--- config.mk ---
export PLATFORM = sky130hd
export DESIGN_NAME = sofi_ram
export DESIGN_NICKNAME = d
export VERILOG_FILES = /design/src/sofi_ram.sv
export SDC_FILE = /design/constraint.sdc
export NUM_CORES = 1
export LEC_CHECK = 0
export ABC_AREA = 1
export CAP_MARGIN = 20
export CORE_MARGIN = 2
export CORE_UTILIZATION = 50
export DETAILED_ROUTE_END_ITERATION = 16
export DONT_BUFFER_PORTS = 1
export GPL_ROUTABILITY_DRIVEN = 0
export HOLD_SLACK_MARGIN = 0.06
export PLACE_DENSITY = 0.78
export SLEW_MARGIN = 20
export SYNTH_ARGS = -nofsm -noshare
export SYNTH_HDL_FRONTEND = slang
export SYNTH_SLANG_ARGS = --single-unit
--- constraint.sdc ---
create_clock -name clk_i -period 1.1 [get_ports clk_i]
set_input_delay 0.165 -clock clk_i [delete_from_list [all_inputs] [get_ports clk_i]]
set_output_delay 0.165 -clock clk_i [all_outputs]
set_load 0.02 [all_outputs]
--- src/sofi_ram.sv ---
// generic ram: one write port, two registered read ports
`default_nettype none

module sofi_ram #(
  parameter int unsigned WIDTH = 8,
  parameter int unsigned DEPTH = 16,
  localparam int unsigned AW   = (DEPTH > 1) ? $clog2(DEPTH) : 1
) (
  input  wire logic             clk_i,
  input  wire logic             we_i,
  input  wire logic [AW-1:0]    waddr_i,
  input  wire logic [WIDTH-1:0] wdata_i,
  input  wire logic             re_i,
  input  wire logic [AW-1:0]    raddr0_i,
  input  wire logic [AW-1:0]    raddr1_i,
  output logic      [WIDTH-1:0] rdata0_o,
  output logic      [WIDTH-1:0] rdata1_o
);

  logic [WIDTH-1:0] mem_q [DEPTH];

  // write port
  always_ff @(posedge clk_i) begin
    if (we_i) begin
      mem_q[waddr_i] <= wdata_i;
    end
  end

  // read ports, data held until the next read
  always_ff @(posedge clk_i) begin
    if (re_i) begin
      rdata0_o <= mem_q[raddr0_i];
      rdata1_o <= mem_q[raddr1_i];
    end
  end

endmodule

`default_nettype wire

==> impl_metrics.yaml <==
critical_path:
  endpoint_kind: "flop"
  start_kind: "flop"
  critPathMaxFanout: 2
  cp.arrival_ns: 1.36
  worst-setup-path-type: "flop to flop"
  cp_data_required_time_ns: 1.28
placement:
  place_ws_ns: -0.1583
  dpl.hpwl_mm: 12.30
  dpl-instance-area_mm2: 0.007660
  placed_cells: 1021
  port_buffers: 0
floorplanning:
  core-area_mm2: 0.01453
  dieHeight_um: 125.8
  pin_count: 39
  dieArea_mm2: 0.01583
  fp.dieW_um: 125.8
  rows: 44
  initial_core_util_pct: 51.05
status:
  violations: "negative hold slack, negative setup slack"
  outcome: "finished with violations"
pwr:
  p_leak_nw: 3.821
  peakVddDrop_mv: 1.218
  p_total_mw: 13.95
  powerDensity_mw_per_mm2: 1587
timing:
  final-hold-violation-count: 21
  min_period_ns: 1.182
  maxSlewHeadroom_pct: 48.29
  setup_slack_ns: -0.08187
  setup_viol: 11
  fmax_mhz: 846.1
  report.final.slew_viol_count: 0
  period_share_pct: 107.4
  rsz0062_at_grt: "yes"
  skew_ns: 0.006655
  hold_ws_ns: -0.1592
  tightest_slew_ns: 0.7757
  tns_ns: -0.3714
final_layout:
  drive_gt1_share_pct: 22.50
  final-seq-area_mm2: 0.004324
  multi_input_area_mm2: 0.002587
  diodes: 0
  nets: 890
  area_delta_synth_final_pct: 18.45
  fin_util_pct: 60.47
  num-fill-cells: 1148
  fin_cells: 1064
  final_area_mm2: 0.008788
routing:
  drt-pass1-iter-count: 7
  drt_wl_total_mm: 20.75
  drtIter0Drc: 1211
  ant_nets: 0
  vias_per_cell: 5.776
  drc: 0
  num_vias: 6146
  routedWlPerCell_um: 19.50
logic_synthesis:
  syn_area_mm2: 0.007420
  synth_top_area_cell: "edfxtp_1"
  synth.distinct_cells: 12
  netlist_instances: 851
  synth.area.top_cells: "edfxtp_1, nand3_1, nand2_1, inv_1, buf_6"
  netlist.area_leader.share_pct: 58.28
  syn_avg_cell_area_um2: 8.719
  ys_ff_latch: 144
  synth_warnings: 0
  seq_area_frac_synth_pct: 58.28
  syn-num-nets: 874
global_routing:
  grt_pass1_wl_mm: 31.50
  gr-total-overflow: 0
  grt_use_total_pct: 26.23
  antenna_found_initial: 0
  grt_max_degree: 66
  grt_pass1_vias: 5820
clock_tree:
  clockBufferDepth: 2
  clk_pin_slew_worst_paths_ns: 0.06
  cts_tree: "done"
  ctsHtreeMaxLevel: 4
  clock_latency_ns: 0.43
  cts-buffers-inserted: 17
  root_buffer: "clkbuf_16"
  cts.sinks: 144
hold_path:
  hp-class: "primary input to flop"
flow_run:
  max_cap_viol_count: 0
[synth_stat cells (all sizes together)]
cell type,instances
nand2,277
nand3,225
edfxtp,144
inv,138
buf,45
nor2,17
clkbuf,3
nand3b,2
[worst max-delay path: stages (launching register included)]
cell      delay, ns
edfxtp_1       0.39
inv_2          0.08
buf_6          0.09
nand2_2        0.04
nand3_2        0.07
nand3_2        0.09
nand3_2        0.09
nand2_2        0.08
[sequential cells by signal (all words and copies together), names as in the netlist]
register / flops
rdata0_o: 8
rdata1_o: 8
mem_q: 128
[placed cells by master (no fill, tap or decap), types with 2 or more instances in the layout]
| master | n |
|---|---|
| clkinvlp_4 | 4 |
| buf_4 | 26 |
| nand3_2 | 59 |
| inv_1 | 83 |
| clkinv_2 | 2 |
| nand2_1 | 258 |
| edfxtp_1 | 144 |
| inv_2 | 55 |
| nand3b_1 | 2 |
| bufinv_16 | 6 |
| nand2_2 | 19 |
| clkinv_4 | 2 |
| dlygate4sd3_1 | 9 |
| buf_12 | 7 |
| nand3_1 | 166 |
| clkbuf_16 | 17 |
| nor2_1 | 17 |
| dlymetal6s4s_1 | 2 |
[layout make-up]
class	count	area share (%)
Clock buffer	17	4.841
Clock inverter	15	2.748
Inverter	138	5.894
Multi-Input combinational cell	521	29.44
Sequential cell	144	49.20
Tap cell	184	2.620
Timing Repair Buffer	45	5.253
[power by group]
| part | internal [mW] | leakage, nW | switching, mW |
|---|---|---|---|
| sequential | 6.22 | 1.31 | 0.120 |
| combinational | 0.417 | 2.20 | 0.729 |
| clock | 4.23 | 0.313 | 2.24 |
| total | 10.9 | 3.82 | 3.08 |
[repair_timing]
item,4_1_cts,5_1_grt
endpoints found under the hold margin,160,27
pin swaps,7,42
hold buffers,10,1
endpoints found under the setup margin,15,37
buffers inserted,1,0
resized for setup,17,115
[metal layers]
layer | wire (um) | track usage (%)
met1 | 7785 | 34.79
met2 | 9848 | 40.48
met3 | 2248 | 6.202
met4 | 866 | 13.64
met5 | 0 | 0
[path summary, 6_finish.rpt]
path / from / to / slack, ns / cells past startpoint
setup / recovery: mem_q[6][0] / rdata0_o[0] / -0.08 / 7
hold reg to reg: mem_q[10][2] / rdata0_o[2] / 0.78 / 6
setup reg to reg: mem_q[6][0] / rdata0_o[0] / -0.08 / 7
hold / removal: re_i / rdata1_o[3] / -0.16 / 0
[cell families after synthesis]
logic type             share of synthesized area (%)
buffers and inverters                          11.47
flip-flops                                     58.28
AND/OR/NAND/NOR                                30.25
Power figures use the tool's default switching activity.
