--- src/sofi_pkg.sv ---
// shared types and constants of the sphere-of-influence edge filter
`default_nettype none

package sofi_pkg;

  // fixed port widths
  localparam int unsigned VERTEX_W    = 10;
  localparam int unsigned WEIGHT_IN_W = 32;
  localparam int unsigned CMD_W       = 2;

  // parameter defaults
  localparam int unsigned NUM_VERTICES_DEF = 1024;
  localparam int unsigned WEIGHT_BITS_DEF  = 32;

  // command codes
  typedef enum logic [CMD_W-1:0] {
    CMD_LOAD     = 2'd0,
    CMD_CLASSIFY = 2'd1,
    CMD_CLEAR    = 2'd2
  } cmd_e;

  // classify request from the sequencer to the result stage
  typedef struct packed {
    logic                valid;
    logic [VERTEX_W-1:0] vertex_a;
    logic [VERTEX_W-1:0] vertex_b;
  } cls_req_t;

endpackage

`default_nettype wire

--- src/sofi_classify.sv ---
// keep decision and output register of the edge filter
`default_nettype none

module sofi_classify import sofi_pkg::*; #(
  parameter int unsigned WEIGHT_BITS = WEIGHT_BITS_DEF
) (
  input  wire logic                   clk_i,
  input  wire logic                   rst_ni,
  input  wire cls_req_t               req_i,
  input  wire logic [WEIGHT_BITS-1:0] weight_i,
  input  wire logic [WEIGHT_BITS:0]   word_a_i,
  input  wire logic [WEIGHT_BITS:0]   word_b_i,
  input  wire logic                   out_stall_i,
  output logic                        busy_o,
  output logic                        out_valid_o,
  output logic      [VERTEX_W-1:0]    out_vertex_a_o,
  output logic      [VERTEX_W-1:0]    out_vertex_b_o,
  output logic                        keep_o
);

  logic                 set_a, set_b;
  logic [WEIGHT_BITS:0] dist_sum;
  logic                 keep_d;
  logic                 out_valid_q;

  // unset distance is infinity, otherwise compare the widened sum
  assign set_a    = word_a_i[WEIGHT_BITS];
  assign set_b    = word_b_i[WEIGHT_BITS];
  assign dist_sum = {1'b0, word_a_i[WEIGHT_BITS-1:0]} + {1'b0, word_b_i[WEIGHT_BITS-1:0]};
  assign keep_d   = !set_a || !set_b || (dist_sum >= {1'b0, weight_i});

  // a held beat blocks the next result
  assign busy_o      = out_valid_q && out_stall_i;
  assign out_valid_o = out_valid_q;

  // output valid
  always_ff @(posedge clk_i or negedge rst_ni) begin
    if (!rst_ni) begin
      out_valid_q <= 1'b0;
    end else if (req_i.valid) begin
      out_valid_q <= 1'b1;
    end else if (!out_stall_i) begin
      out_valid_q <= 1'b0;
    end
  end

  // output payload
  always_ff @(posedge clk_i) begin
    if (req_i.valid) begin
      out_vertex_a_o <= req_i.vertex_a;
      out_vertex_b_o <= req_i.vertex_b;
      keep_o         <= keep_d;
    end
  end

endmodule

`default_nettype wire

--- config.mk ---
export PLATFORM = sky130hd
export DESIGN_NAME = sofi_classify
export DESIGN_NICKNAME = d
export VERILOG_FILES = /design/src/sofi_pkg.sv /design/src/sofi_classify.sv
export SDC_FILE = /design/constraint.sdc
export NUM_CORES = 1
export LEC_CHECK = 0
export BUFFER_PORTS_ARGS = -buffer_cell sky130_fd_sc_hd__buf_2
export CORE_MARGIN = 2
export CORE_UTILIZATION = 45
export DETAILED_ROUTE_END_ITERATION = 6
export PLACE_DENSITY = 0.77
export RECOVER_POWER = 100
export SYNTH_ARGS = -nofsm -noshare
export SYNTH_HDL_FRONTEND = slang
export SYNTH_SLANG_ARGS = --single-unit
--- constraint.sdc ---
create_clock -name clk_i -period 0.88 [get_ports clk_i]
set_input_delay 0.132 -clock clk_i [delete_from_list [all_inputs] [get_ports clk_i]]
set_output_delay 0.132 -clock clk_i [all_outputs]
set_load 0.1 [all_outputs]
==> impl_metrics.yaml <==
run_status:
  status: "complete, but fails checks"
  violations: "negative setup slack"
detailed_routing:
  drc_errors: 0
  wl_met3_um: 899
  route.met2.wl_mm: 6.05
  drt_wl_total_mm: 12.0
  vias_per_cell: 5.65
  drtIter0Drc: 247
  top_layer_used: "met4"
  post_drt_wl_per_cell_um: 16.1
  met1_length_mm: 4.57
  postRouteAntennaNets: 0
  via_count: 4215
  firstDrtPassIters: 5
worst_hold_path:
  holdPathEnd: "out_vertex_a_o[5]"
  worstHoldStart: "req_i[15]"
  hold_class: "in2reg"
  holdPathStages: 1
global_routing:
  grt_max_degree: 23
  grt_first_pass_wirelength_mm: 18.8
  grt_use_total_pct: 27.5
  antenna_found_initial: 0
  grt.overflow.total: 0
  first_global_vias: 4215
floorplan:
  die_h_um: 90.7
  rows: 31
  initial_core_util_pct: 46.6
  core_um2: 7250
  die-area_um2: 8220
  die_w_um: 90.7
  num_io_pins: 145
critical_path:
  max_stage_delay_ns: 0.36
  crit_top_cell: "o21ai_0"
  r2r_cells: 2
  r2r-start: "out_valid_o"
  setup.worst_path.class: "in2reg"
  crit_chain: "buf_6, ha_4, inv_2, fa_2, nand2b_4, a21oi_4, o21ai_0, a31oi_1, o41ai_2, o21ai_0, xor2_1, ha_1, a21oi_1, o21ai_0, nand2b_1, a31oi_1, a211oi_2, o211ai_1, a221o_1"
  arrival_ns: 3.39
  critPathRequiredTime_ns: 0.90
  critPathLaunchType: "input port"
  path_max_fanout: 3
  timing.rr.end: "out_valid_o"
  crit_path_end_kind: "flop"
  r2r_slack_ns: -0.10
  crit_slowest_cell: "fa_2"
synthesis:
  synth_top_family_by_area: "compound AO/OA/AOI/OAI gates"
  synth_fa_ha_area_share_pct: 24.3
  ys_top_cells_by_area: "ha_1, edfxtp_1, inv_1"
  synth-seq-area-share_pct: 19.4
  ys_async_sr_fraction_pct: 4.55
  syn-cell-area_um2: 3380
  synth_top_area_share_pct: 23.7
  synth_compound_area_share_pct: 24.9
  synthCells: 404
  synth.most_common_cell: "ha_1"
  synth-simple-area-share_pct: 18.8
  synth_edf_count: 21
  synth.mux.area_fraction_pct: 0.592
  synth_xor_area_share_pct: 6.22
  yosys.area.top_type: "ha_1"
  yosysUniqueCellTypes: 63
  avgSynthCellArea_um2: 8.37
  ys_top_cells_by_count: "ha_1, inv_1, nor2_1"
  syn-num-nets: 591
  yosys_warnings: 0
  ys_ff_latch: 22
  synth_ff_type: "edfxtp_1"
timing:
  period_share_pct: 383
  worst_slack_ns: -2.49
  final_hold_viol_count: 0
  fmax_mhz: 297
  fin_skew_ns: 0
  rsz0062_at_grt: "yes"
  worst_pin_slew_ns: 0.558
  min_period_ns: 3.37
  slew_headroom_pct: 62.8
  finalSetupViolCount: 25
  drv_slew: 0
clock_network:
  numCtsBuffers: 3
  clock-root-buffer: "clkbuf_8"
  clock_sinks: 22
  insertion_delay_ns: 0.26
  cts.path.max_buffers: 2
  cts_tree: "yes"
  path_clk_slew_ns: 0.08
  htreeDepth: 1
final_layout:
  fin_nets: 835
  antennaDiodeCount: 0
  area_growth_pct: 65.6
  final_area_um2: 5600
  multi_input_area_um2: 2720
  drive_gt1_share_pct: 44.8
  nFillCells: 483
  area.sequential_um2: 659
power_and_ir_drop:
  leakagePower_nw: 2.85
  powerDensity_nw_per_um2: 1230
  ir_drop_mv: 0.693
flow_run:
  maxCapViolCount: 0
place:
  portBuffers: 144
  dpl_worst_slack_ns: -2.82
  hpwl_mm: 9.94
  routabilityCongestion: 0.901
  placed_area_um2: 5380
## layer usage
layer | GRT usage [%] | vias up
li1 | - | 2001
met1 | 29.5 | 1918
met2 | 52.1 | 245
met3 | 5.18 | 51
met4 | 11.9 | 0
met5 | 0 | -
## cells in the final DEF (no fill, tap or decap), drive strengths merged, types with 4 or more instances in the layout
cell | netlist | layout
buf | 2 | 242
ha | 64 | 64
inv | 43 | 43
nor2 | 29 | 29
a21oi | 28 | 28
nand2 | 24 | 24
edfxtp | 21 | 21
a21o | 19 | 19
o21ai | 19 | 19
xnor2 | 18 | 18
nand4 | 14 | 14
nor3 | 11 | 11
nand3 | 8 | 8
o211ai | 7 | 7
a211oi | 7 | 7
clkbuf | 6 | 7
nor2b | 6 | 6
xor2 | 6 | 6
nand2b | 6 | 6
and3 | 6 | 6
a31oi | 6 | 6
o21a | 4 | 4
nor4 | 4 | 4
## registers in the layout, summed over array words and instances (netlist names)
name            cells
out_vertex_a_o     10
out_vertex_b_o     10
keep_o              1
out_valid_o         1
## power by group
| part | internal [mW] | switching, mW |
|---|---|---|
| registers | 1.25 | 0.0735 |
| clock network | 0.607 | 0.321 |
| logic | 2.18 | 2.44 |
## worst max-delay path by stage
stage                       startpoint     end
after floorplan           word_b_i[14]  keep_o
after global placement    word_b_i[10]  keep_o
after detailed placement  word_a_i[10]  keep_o
after CTS                 word_a_i[15]  keep_o
after global routing       word_a_i[0]  keep_o
final                      word_a_i[0]  keep_o
## final cells by class
type                            count  area share (%)
Clock inverter                      1           0.536
Multi-Input combinational cell    331            48.6
Sequential cell                    22            11.8
Timing Repair Buffer              247            33.2
Inverter                           43            2.88
Tap cell                           99            2.21
Clock buffer                        3           0.737
## cells by family after synthesis
| family | count (synthesis) |
|---|---|
| AND/OR/NAND/NOR | 122 |
| flip-flops | 22 |
| adder cells (fa/ha/maj) | 65 |
| AO/OA/AOI/OAI | 118 |
| multiplexers | 2 |
| buffers and inverters | 51 |
| XOR/XNOR | 24 |
## repair_timing
action                                  in CTS  in global routing
pin swaps                                   15                 13
hold buffers                                 1                  0
endpoints found under the setup margin      25                 25
resized for setup                           11                 16
hold endpoints to repair                     1                  0
buffers inserted                             1                  1
## worst max-delay path: cells and delay by family
| kind | cells | cell delay, ns |
|---|---|---|
| AOI/OAI and AO/OA | 11 | 1.90 |
| xor gates and xnor gates | 1 | 0.20 |
| adders and majority gates | 3 | 0.76 |
| buffers and inverters | 2 | 0.12 |
| and+or+nand+nor | 2 | 0.28 |
## through the flow
step	instances	setup TNS (ns)	util (%)	total power [mW]	hold WS, ns
finish	746	-5.92	77.2	6.87	0.0450
global route	746	-6.58	77.2	7.27	0.0338
detailed placement	739	-3.76	74.2	5.72	-0.0879
CTS	745	-5.99	76.2	6.70	0.0437
floorplan	404	-6.49	-	3.85	-0.164
global placement	739	-3.23	74.2	5.53	-0.0929
Note: power is estimated with default switching activity, not from simulation.
